`config.mk`:
```
export PLATFORM = sky130hd
export DESIGN_NAME = bpt_front
export DESIGN_NICKNAME = d
export VERILOG_FILES = /design/src/hw/rtl/bpt_pkg.sv /design/src/hw/rtl/bpt_front.sv
export SDC_FILE = /design/constraint.sdc
export NUM_CORES = 2
export LEC_CHECK = 0
export BUFFER_PORTS_ARGS = -buffer_cell sky130_fd_sc_hd__buf_2
export CORE_ASPECT_RATIO = 1.2
export CORE_MARGIN = 1.5
export CORE_UTILIZATION = 50
export DETAILED_ROUTE_END_ITERATION = 16
export GPL_TIMING_DRIVEN = 0
export HOLD_SLACK_MARGIN = 0.02
export PLACE_DENSITY_LB_ADDON = 0.2
export SYNTH_ARGS = -nofsm -noshare
export SYNTH_HDL_FRONTEND = slang
export SYNTH_SLANG_ARGS = --single-unit
```
`constraint.sdc`:
```
create_clock -name clk_i -period 12.9 [get_ports clk_i]
set_input_delay 2.58 -clock clk_i [delete_from_list [all_inputs] [get_ports clk_i]]
set_output_delay 2.58 -clock clk_i [all_outputs]
set_load 0.005 [all_outputs]
```
`src/hw/rtl/bpt_pkg.sv`:
```
// Shared constants and types for the barycentric point-in-triangle core.
// Used by every module and interface of the block; no dependencies.
`default_nettype none

package bpt_pkg;

  localparam int unsigned COORD_BITS_DEF = 16;
  localparam int unsigned FRAC_BITS_DEF  = 16;
  localparam int unsigned WEIGHT_BITS    = 32;
  // Quotient bits resolved by the divider: integer, fraction and one rounding bit.
  localparam int unsigned QUOT_BITS      = WEIGHT_BITS + 1;
  localparam int unsigned DIV_STEPS      = 3;
  localparam int unsigned REG_IDX_BITS   = 3;
  localparam int unsigned NUM_REGS       = 6;

  typedef enum logic [REG_IDX_BITS-1:0] {
    REG_AX = 3'd0,
    REG_AY = 3'd1,
    REG_BX = 3'd2,
    REG_BY = 3'd3,
    REG_CX = 3'd4,
    REG_CY = 3'd5
  } reg_idx_e;

  typedef enum logic [1:0] {
    ST_COLLINEAR = 2'd0,
    ST_INSIDE    = 2'd1,
    ST_EDGE      = 2'd2,
    ST_OUTSIDE   = 2'd3
  } status_e;

endpackage

`default_nettype wire

```
`src/hw/rtl/bpt_front.sv`:
```
// Six-stage front pipeline: numerators, sign normalization and status.
// Depends on bpt_pkg; feeds three bpt_div lanes.
`default_nettype none

module bpt_front import bpt_pkg::*; #(
  parameter int unsigned COORD_BITS = COORD_BITS_DEF
) (
  input  wire                            clk_i,
  input  wire                            en_i,
  input  wire signed [COORD_BITS-1:0]    px_i,
  input  wire signed [COORD_BITS-1:0]    py_i,
  input  wire signed [COORD_BITS-1:0]    cx_i,
  input  wire signed [COORD_BITS-1:0]    cy_i,
  input  wire signed [COORD_BITS:0]      dbycy_i,
  input  wire signed [COORD_BITS:0]      dcxbx_i,
  input  wire signed [COORD_BITS:0]      daxcx_i,
  input  wire signed [COORD_BITS:0]      dcyay_i,
  input  wire signed [2*COORD_BITS+4:0]  det_i,
  output logic [2*COORD_BITS+4:0]        mag_a_o,
  output logic [2*COORD_BITS+4:0]        mag_b_o,
  output logic [2*COORD_BITS+4:0]        mag_c_o,
  output logic [2*COORD_BITS+4:0]        den_o,
  output logic                           neg_a_o,
  output logic                           neg_b_o,
  output logic                           neg_c_o,
  output status_e                        status_o
);
  localparam int unsigned DW = COORD_BITS + 1;
  localparam int unsigned PW = 2 * DW;
  localparam int unsigned NW = 2 * COORD_BITS + 5;

  logic signed [DW-1:0] dpx_q, dpy_q;
  logic signed [PW-1:0] pa0_q, pa1_q, pb0_q, pb1_q;
  logic signed [NW-1:0] na3_q, nb3_q;
  logic signed [NW-1:0] na4_q, nb4_q, nc4_q, det4_q;
  logic                 coll4_q;
  logic signed [NW-1:0] na5_q, nb5_q, nc5_q, det5_q;
  logic                 coll5_q;
  logic [NW-1:0]        mag_a_q, mag_b_q, mag_c_q, den_q;
  logic                 neg_a_q, neg_b_q, neg_c_q;
  status_e              status_q, status_d;

  always_comb begin
    if (coll5_q) begin
      status_d = ST_COLLINEAR;
    end else if (na5_q < 0 || nb5_q < 0 || nc5_q < 0) begin
      status_d = ST_OUTSIDE;
    end else if (na5_q == '0 || nb5_q == '0 || nc5_q == '0) begin
      status_d = ST_EDGE;
    end else begin
      status_d = ST_INSIDE;
    end
  end

  always_ff @(posedge clk_i) begin
    if (en_i) begin
      dpx_q   <= DW'(px_i) - DW'(cx_i);
      dpy_q   <= DW'(py_i) - DW'(cy_i);
      pa0_q   <= PW'(dbycy_i) * PW'(dpx_q);
      pa1_q   <= PW'(dcxbx_i) * PW'(dpy_q);
      pb0_q   <= PW'(dcyay_i) * PW'(dpx_q);
      pb1_q   <= PW'(daxcx_i) * PW'(dpy_q);
      na3_q   <= NW'(pa0_q) + NW'(pa1_q);
      nb3_q   <= NW'(pb0_q) + NW'(pb1_q);
      na4_q   <= na3_q;
      nb4_q   <= nb3_q;
      nc4_q   <= det_i - na3_q - nb3_q;
      det4_q  <= det_i;
      coll4_q <= (det_i == '0);
      if (det4_q < 0) begin
        na5_q  <= -na4_q;
        nb5_q  <= -nb4_q;
        nc5_q  <= -nc4_q;
        det5_q <= -det4_q;
      end else begin
        na5_q  <= na4_q;
        nb5_q  <= nb4_q;
        nc5_q  <= nc4_q;
        det5_q <= det4_q;
      end
      coll5_q  <= coll4_q;
      status_q <= status_d;
      if (coll5_q) begin
        mag_a_q <= '0;
        mag_b_q <= '0;
        mag_c_q <= '0;
        den_q   <= NW'(1);
        neg_a_q <= 1'b0;
        neg_b_q <= 1'b0;
        neg_c_q <= 1'b0;
      end else begin
        mag_a_q <= (na5_q < 0) ? NW'(-na5_q) : NW'(na5_q);
        mag_b_q <= (nb5_q < 0) ? NW'(-nb5_q) : NW'(nb5_q);
        mag_c_q <= (nc5_q < 0) ? NW'(-nc5_q) : NW'(nc5_q);
        den_q   <= NW'(det5_q);
        neg_a_q <= na5_q < 0;
        neg_b_q <= nb5_q < 0;
        neg_c_q <= nc5_q < 0;
      end
    end
  end

  assign mag_a_o  = mag_a_q;
  assign mag_b_o  = mag_b_q;
  assign mag_c_o  = mag_c_q;
  assign den_o    = den_q;
  assign neg_a_o  = neg_a_q;
  assign neg_b_o  = neg_b_q;
  assign neg_c_o  = neg_c_q;
  assign status_o = status_q;

endmodule

`default_nettype wire

```
==> metrics.cfg <==
[run_status]
status=finished, final reports clean

[floorplan]
core_sq_mm=0.1526
die_w_um=361.1
row_count=157
chipHeight_um=432.8
num_io_pins=324
die-area_sq_mm=0.1563
initial_utilization_pct=50.42

[worst_hold_path]
holdCritPathClass=reg2reg
whs_path_depth=0

[layout]
syn_to_final_growth_pct=8.909
postLayoutCoreUtil_pct=54.91
seq_area_sq_mm=0.02063
num-fill-cells=13460
drive_gt1_share_pct=6.058
final_nets=9616
multiInputGateArea_sq_mm=0.05034

[setup_path]
cp_common_cell=fa_1
slowest_delay_ns=0.70
cpMaxStageDelayCell=a21boi_0
cp-start-kind=input pin
worstSetupEndpointType=register
path_class=in2reg
r2r_cells=21
critPathArrivalTime_ns=10.22
crit_fanout=10
crit_chain=buf_2 -> clkbuf_1 -> nand2_1 -> fa_1 -> fa_1 -> fa_1 -> inv_1 -> fa_1 -> fa_1 -> inv_1 -> fa_1 -> inv_1 -> ha_1 -> a21o_1 -> a21o_1 -> a21oi_1 -> o21ai_0 -> a31oi_1 -> o21ai_0 -> a41o_1 -> o31ai_1 -> a21boi_0
crit_required_ns=13.28

[clock_network]
ctsResizeCount=0
insertion_delay_ns=0.69
cts_root_buffer=clkbuf_16
postCtsSetupRepairBufs=0
h-tree-depth=3
cts_hold_buffers=0
cts.sinks=687
cts_tree=yes
cts_buffer_depth=3
cts_buffers=76
path_clk_slew_ns=0.06

[detailed_routing]
drc=0
ant_nets=0
dr_total_vias=53260
drtIter0Drc=3887
vias_per_cell=5.442
avgRoutedWirePerCell_um=21.61
drt-pass1-iter-count=6
routed_wl_mm=211.5

[place]
port_buffers=323
place.gp.congestion=0.9594
hpwl_mm=174.9

[global_route]
antenna_found_initial=27
grtUsageTotal_pct=27.69
grt_pass1_vias=55070
grt_overflow=0
grt_first_pass_wirelength_mm=322.5
grt_max_degree=127

[sta]
fin_skew_ns=0.02829
grt_setup_unrepaired=no
post-route-period-util_pct=76.30
worstMarginPinSlew_ns=1.182
maxSlewViolCount=0
fmax_mhz=101.6
setup_viol=0
slew-limit-headroom_pct=21.19
fin_crit_ns=9.843
hold_viol=0

[synth]
async_flop_share_pct=0
ys_warn_count=0
synthTopCellsByCount=inv_1, fa_1, nand2_1, edfxtp_1, and2_1
ys_seq_area_share_pct=26.81
synthFlopType=edfxtp_1
synth_area_leaders=fa_1, edfxtp_1, ha_1, inv_1, and2_1
synth_top_area_cell=fa_1
yosysMostFrequentCell=inv_1
synth_top_area_share_pct=31.84
syn_nets=9208
syn_inst=7327
synth_area_per_cell_sq_um=10.50
ys_types=71
synth-edff-count=687
synth-seq-cells=687
netlist_area_sq_mm=0.07696

[flow_run]
max-cap-violations=0

state kept, by name, indices dropped and copies added (netlist names), 37 cells and up:
name,cells
mag_b_o,37
nb5_q,37
det4_q,37
det5_q,37
na5_q,37
mag_a_o,37
mag_c_o,37
den_o,37
nc5_q,37
nc4_q,37
cell type report:
type | count | share of cell area (%)
Sequential cell | 687 | 24.61
Clock inverter | 43 | 0.6568
Antenna cell | 9 | 0.02687
Multi-Input combinational cell | 5043 | 60.05
Clock buffer | 91 | 2.387
Buffer | 219 | 0.9808
Timing Repair Buffer | 330 | 2.144
Inverter | 1378 | 6.171
Tap cell | 1987 | 2.966
per-stage QoR:
| step | worst slack [ns] | setup TNS, ns | cell area, sq um | hold WS, ns | cells |
|---|---|---|---|---|---|
| after floorplan | 4.324 | 0 | 76960 | 0.4003 | 7327 |
| after global placement | -1.351 | -783.99 | 81060 | 0.4056 | 9637 |
| after detailed placement | 2.591 | 0 | 81240 | 0.4079 | 9644 |
| after CTS | 3.302 | 0 | 83790 | 0.4225 | 9778 |
| after global routing | 2.944 | 0 | 83800 | 0.4445 | 9781 |
| final | 3.057 | 0 | 83820 | 0.4204 | 9787 |
layer usage:
layer	up-vias	routed length, um	global-route usage (%)	share of wire, %
met5	-	55	0	0.026
met2	1734	104300	47.49	49
li1	24160	-	-	-
met1	26930	81830	34.35	39
met3	437	13000	3.447	6.1
met4	8	12280	14.42	5.8
path summary, 6_finish.rpt:
| path | startpoint | endpoint | slack, ns |
|---|---|---|---|
| worst min-delay path | coll4_q | coll5_q | 0.42 |
| worst max-delay path | dcxbx_i[15] | pa1_q[26] | 3.06 |
| worst min register to register | coll4_q | coll5_q | 0.42 |
| worst max register to register | dpy_q[16] | pa1_q[26] | 3.97 |
cell families (layout without fill, tap and decap cells):
kind of cell / after synthesis / in the layout / synth area share (%)
muxes: 4 / 4 / 0.05203
and+or+nand+nor: 2057 / 2057 / 13.44
xor gates and xnor gates: 477 / 477 / 5.428
AOI/OAI and AO/OA: 795 / 795 / 6.740
adders and majority gates: 1710 / 1710 / 39.74
buffers and inverters: 1597 / 2061 / 7.789
DFF: 687 / 687 / 26.81
other: 0 / 9 / 0
cells in the final DEF, fill, tap and decap left out, types with 228 or more instances in the layout:
cell type	instances
nand2_1	688
xnor2_1	315
and2_1	591
ha_1	486
nor2_1	307
fa_1	1224
clkbuf_1	228
inv_1	1376
buf_2	323
edfxtp_1	687
critical path, delay by kind of cell:
family / cells / cell delay (ns)
buf+inv: 5 / 0.98
simple gates: 1 / 0.17
compound gates: 9 / 3.03
fa+ha+maj: 7 / 3.42
Power is left out: the tool's default activity adds up to more than one toggle a clock period on the data nets, which glitch-free logic cannot reach.
