[config.mk]
export PLATFORM = sky130hd
export DESIGN_NAME = bpt_cfg
export DESIGN_NICKNAME = d
export VERILOG_FILES = /design/src/hw/rtl/bpt_pkg.sv /design/src/hw/rtl/bpt_cfg.sv
export SDC_FILE = /design/constraint.sdc
export NUM_CORES = 2
export LEC_CHECK = 0
export BUFFER_PORTS_ARGS = -buffer_cell sky130_fd_sc_hd__buf_4
export CAP_MARGIN = 20
export CORE_MARGIN = 1.5
export CORE_UTILIZATION = 54
export CTS_CLUSTER_DIAMETER = 200
export DETAILED_ROUTE_END_ITERATION = 8
export GPL_TIMING_DRIVEN = 0
export PLACE_DENSITY_LB_ADDON = 0.08
export SYNTH_ARGS = -nofsm -noshare
export SYNTH_HDL_FRONTEND = slang
export SYNTH_SLANG_ARGS = --single-unit
[constraint.sdc]
create_clock -name clk_i -period 13.6 [get_ports clk_i]
set_input_delay 3.4 -clock clk_i [delete_from_list [all_inputs] [get_ports clk_i]]
set_output_delay 3.4 -clock clk_i [all_outputs]
set_load 0.02 [all_outputs]
[src/hw/rtl/bpt_pkg.sv]
// Shared constants and types for the barycentric point-in-triangle core.
// Used by every module and interface of the block; no dependencies.
`default_nettype none

package bpt_pkg;

  localparam int unsigned COORD_BITS_DEF = 16;
  localparam int unsigned FRAC_BITS_DEF  = 16;
  localparam int unsigned WEIGHT_BITS    = 32;
  // Quotient bits resolved by the divider: integer, fraction and one rounding bit.
  localparam int unsigned QUOT_BITS      = WEIGHT_BITS + 1;
  localparam int unsigned DIV_STEPS      = 3;
  localparam int unsigned REG_IDX_BITS   = 3;
  localparam int unsigned NUM_REGS       = 6;

  typedef enum logic [REG_IDX_BITS-1:0] {
    REG_AX = 3'd0,
    REG_AY = 3'd1,
    REG_BX = 3'd2,
    REG_BY = 3'd3,
    REG_CX = 3'd4,
    REG_CY = 3'd5
  } reg_idx_e;

  typedef enum logic [1:0] {
    ST_COLLINEAR = 2'd0,
    ST_INSIDE    = 2'd1,
    ST_EDGE      = 2'd2,
    ST_OUTSIDE   = 2'd3
  } status_e;

endpackage

`default_nettype wire

[src/hw/rtl/bpt_cfg.sv]
// Vertex registers, edge differences and triangle determinant.
// Depends on bpt_pkg.
`default_nettype none

module bpt_cfg import bpt_pkg::*; #(
  parameter int unsigned COORD_BITS = COORD_BITS_DEF
) (
  input  wire                            clk_i,
  input  wire                            rst_ni,
  input  wire                            wr_i,
  input  wire [REG_IDX_BITS-1:0]         idx_i,
  input  wire [COORD_BITS-1:0]           data_i,
  output logic signed [COORD_BITS-1:0]   cx_o,
  output logic signed [COORD_BITS-1:0]   cy_o,
  output logic signed [COORD_BITS:0]     dbycy_o,
  output logic signed [COORD_BITS:0]     dcxbx_o,
  output logic signed [COORD_BITS:0]     daxcx_o,
  output logic signed [COORD_BITS:0]     dcyay_o,
  output logic signed [2*COORD_BITS+4:0] det_o
);
  localparam int unsigned DW = COORD_BITS + 1;
  localparam int unsigned PW = 2 * DW;
  localparam int unsigned NW = 2 * COORD_BITS + 5;

  logic signed [COORD_BITS-1:0] vtx_q [NUM_REGS];
  logic signed [DW-1:0] dbycy_q, dcxbx_q, daxcx_q, dcyay_q;
  logic signed [PW-1:0] p0_q, p1_q;
  logic signed [NW-1:0] det_q;

  always_ff @(posedge clk_i or negedge rst_ni) begin
    if (!rst_ni) begin
      for (int i = 0; i < NUM_REGS; i++) begin
        vtx_q[i] <= '0;
      end
    end else if (wr_i) begin
      case (reg_idx_e'(idx_i))
        REG_AX: vtx_q[REG_AX] <= data_i;
        REG_AY: vtx_q[REG_AY] <= data_i;
        REG_BX: vtx_q[REG_BX] <= data_i;
        REG_BY: vtx_q[REG_BY] <= data_i;
        REG_CX: vtx_q[REG_CX] <= data_i;
        REG_CY: vtx_q[REG_CY] <= data_i;
        default: ;
      endcase
    end
  end

  always_ff @(posedge clk_i or negedge rst_ni) begin
    if (!rst_ni) begin
      dbycy_q <= '0;
      dcxbx_q <= '0;
      daxcx_q <= '0;
      dcyay_q <= '0;
      p0_q    <= '0;
      p1_q    <= '0;
      det_q   <= '0;
    end else begin
      dbycy_q <= DW'(vtx_q[REG_BY]) - DW'(vtx_q[REG_CY]);
      dcxbx_q <= DW'(vtx_q[REG_CX]) - DW'(vtx_q[REG_BX]);
      daxcx_q <= DW'(vtx_q[REG_AX]) - DW'(vtx_q[REG_CX]);
      dcyay_q <= DW'(vtx_q[REG_CY]) - DW'(vtx_q[REG_AY]);
      p0_q    <= PW'(dbycy_q) * PW'(daxcx_q);
      p1_q    <= PW'(dcxbx_q) * PW'(dcyay_q);
      det_q   <= NW'(p0_q) - NW'(p1_q);
    end
  end

  assign cx_o    = vtx_q[REG_CX];
  assign cy_o    = vtx_q[REG_CY];
  assign dbycy_o = dbycy_q;
  assign dcxbx_o = dcxbx_q;
  assign daxcx_o = daxcx_q;
  assign dcyay_o = dcyay_q;
  assign det_o   = det_q;

endmodule

`default_nettype wire

==> key figures <==
Placed design
  • Final GP Congestion: 0.9506
  • IO Port Bufs: 157
  • Setup slack at placement: 5.882 ns
  • Post-DP HPWL: 76,060 um

Yosys
  • Most common library cells after synthesis: inv_1 (709), fa_1 (597), nand2_1 (373)
  • Synth async-reset ratio: between 90% and 100%
  • Synthesis warning total: 0
  • Mean post-synth cell area: 9.795 sq um
  • Synth top area share: around a third
  • Main combinational cell family by area after synthesis: adder cells
  • Count leader, synth: inv_1
  • Count of state elements after synthesis: 267
  • Yosys top cell by area: fa_1
  • Library cells used by synthesis: 64
  • Post-synth EDFFs: 0
  • Mapped Nets: between 4,000 and 5,000
  • Mapped Cells: 3,483
  • Synth area leaders: fa_1 (35%), dfrtp_1 (20%), ha_1 (9.8%)
  • Netlist Area Pre-Place: around 0.034 sq mm
  • Synth Area in Simple Gates: 13.69%
  • Synth Area in Adders: approximately 45%
  • Synth Area in Compound Gates: 7.012%
  • Most used DFF post-synth: dfrtp_1
  • Synth Area in XOR/XNOR: 3.722%
  • Post-synthesis mux area share: 1.584%
  • Sequential fraction of the synthesis area: ~20%

Clock tree
  • Clock slew at reported path FFs: 0.07 ns
  • Worst-skew pair later-pin latency: around 0.58 ns
  • TritonCTS Sinks: 267
  • Cts hold-fix bufs: 0
  • CTS tree: done
  • H-tree level count: 1
  • CTS Buf Count: 27
  • CTS resizes: 0
  • CTS Buffer Depth: 3
  • Root buffer cell: clkbuf_16
  • Setup bufs post-CTS: 0

Timing
  • Crit path time final: about 7.8 ns
  • Final setup violation count: 0
  • Hold Fails Final Rpt: 0
  • Setup TNS: 0 ns
  • Part of the cycle the worst path needs: 56.99%
  • FMAX: 0.1290 GHz
  • Worst Tran Pin Value: between 0.9 and 1 ns
  • Final WS setup: 5.849 ns
  • Clk_skew: 0.03187 ns
  • Slew HR: 35.98%
  • RSZ-0062 raised after global routing: no
  • Slew Viols, Final: 0

Setup path
  • CP Data Required Time: 14.05 ns
  • CP arrival: 8.20 ns
  • Worst setup SP type: flop
  • Worst Setup End Kind: flop
  • Reg2reg end: p1_q[33]$_DFF_PN0_
  • Reg-to-Reg Start: dcyay_o[8]$_DFF_PN0_
  • CP Class: reg2reg
  • Reg-to-reg slack, setup: 5.85 ns
  • Reg2Reg Depth: 23
  • Crit path max fanout: 10

Drt
  • Wire per inst: approximately 20 um
  • Via/cell ratio: 5.454
  • Post-route DRC: 0
  • Via Count: 24,720
  • Final wirelength: just over 90,000 um
  • Detail Route Antenna Nets: 0
  • DR pass1 iterations: 6
  • 1st-iter DRT viols: 1,746

Layout
  • Nets: 4,560
  • Register area: roughly 0.0067 sq mm
  • Share of cells above drive strength 1: approximately 8.2%
  • Area grow syn2layout: 9.883%
  • Filler cell count: 5,384
  • Area of the multi-input gates: 0.02418 sq mm

Min path
  • Worst Hold Class: reg2reg
  • Hold Startpoint: vtx_q[93]$_DFFE_PN0P_
  • Hold path endpoint: vtx_q[93]$_DFFE_PN0P_
  • Worst hold path depth: 1

Global routing
  • First-pass GRT wire length: 146,400 um
  • Antenna violations before repair: 10
  • Gr ovfl total: 0
  • Total track usage: 29.87%
  • Largest net degree at the start of global routing: 125
  • Vias in the first global route: 26,370

Die
  • Die area: between 0.06 and 0.07 sq mm
  • Initial Util: 54.98%
  • Die width: 254.4 um
  • Die Ht: 254.4 um
  • Core area: 0.06205 sq mm
  • # rows: 91
  • IO Pins: 159

Outcome
  • Status: completed

Flow run
  • Max-Cap Viols: 0
==> state kept, by name, summed over array words and instances, names as in the netlist <==
| signal | flops |
|---|---|
| cx_o | 16 |
| cy_o | 16 |
| daxcx_o | 17 |
| dbycy_o | 17 |
| dcxbx_o | 17 |
| dcyay_o | 17 |
| det_o | 35 |
| p0_q | 34 |
| p1_q | 34 |
| vtx_q | 64 |
==> cells in the final DEF (no fill, tap or decap), drive strengths merged, types with 9 or more instances in the layout <==
master,Yosys,routed
a211oi,16,16
a21o,37,37
a21oi,97,97
a31oi,9,9
and2,294,294
and3,17,17
buf,37,197
bufinv,0,9
clkbuf,88,123
dfrtp,267,267
fa,597,597
ha,268,268
inv,709,710
mux2,48,48
nand2,374,374
nand2b,22,22
nand3,29,29
nor2,114,114
nor2b,26,26
nor3,42,42
o21a,30,30
o21ai,103,103
o21bai,9,9
or3,14,14
xnor2,118,118
xor2,27,27
==> critical path, cell delays in order (launching register included) <==
cell and delay, ns:
dfrtp_1 0.39, clkbuf_1 0.46, clkbuf_1 0.44, nand2_1 0.15, fa_1 0.55, inv_1 0.05, fa_1 0.49, inv_1 0.05
fa_1 0.53, inv_1 0.06, fa_1 0.44, fa_1 0.48, inv_1 0.05, fa_1 0.47, inv_1 0.04, ha_1 0.35
nand2_2 0.08, or3_1 0.37, o31ai_1 0.81, a22oi_1 0.31, a21oi_1 0.42, a41o_1 0.24, a21oi_1 0.08, xnor2_1 0.30
==> per-layer routing <==
metal	wire length (um)	vias to the layer above	share of wire, %	track usage, %
met2	42930	735	47	48.73
met4	2710	6	3.0	7.534
met5	42	-	0.046	0
li1	-	11050	-	-
met1	40190	12770	44	42.09
met3	5505	162	6.0	4.389
==> final cells by class <==
| class | count | area share (%) |
|---|---|---|
| tap | 837 | 2.793 |
| timing repair buffer | 161 | 3.344 |
| clock buffer | 34 | 1.979 |
| buffer | 125 | 1.592 |
| multi-input combinational | 2382 | 64.49 |
| clock inverter | 15 | 0.8644 |
| antenna | 2 | 0.01335 |
| sequential | 267 | 17.82 |
| inverter | 709 | 7.099 |
==> metrics by stage <==
step / instance area (sq um) / utilization (%) / std cells / hold WS (ns)
after floorplan: 34120 / - / 3483 / 0.4794
after global placement: 36340 / 58.57 / 4477 / 0.4931
after detailed placement: 36410 / 58.68 / 4480 / 0.5021
after CTS: 37480 / 60.40 / 4529 / 0.5173
after global routing: 37480 / 60.41 / 4530 / 0.5294
final: 37490 / 60.42 / 4532 / 0.5148
==> cell families after synthesis <==
group,after synthesis
simple gates,950
fa+ha+maj,865
buf+inv,834
compound gates,374
flops,267
xor+xnor,145
mux,48
==> how the worst max path moves through the flow <==
stage	from	end	slack (ns)
after CTS	dcyay_o[8]$_DFF_PN0_	p1_q[33]$_DFF_PN0_	5.85
after floorplan	dcyay_o[8]$_DFF_PN0_	p1_q[32]$_DFF_PN0_	7.14
after global placement	dcyay_o[8]$_DFF_PN0_	p1_q[33]$_DFF_PN0_	5.92
final	dcyay_o[8]$_DFF_PN0_	p1_q[33]$_DFF_PN0_	5.85
after detailed placement	dcyay_o[8]$_DFF_PN0_	p1_q[33]$_DFF_PN0_	5.88
after global routing	dcyay_o[9]$_DFF_PN0_	p1_q[33]$_DFF_PN0_	5.35
Power is not shown: default switching activity piles up to over one toggle a cycle in this logic, so the estimate is an artifact.
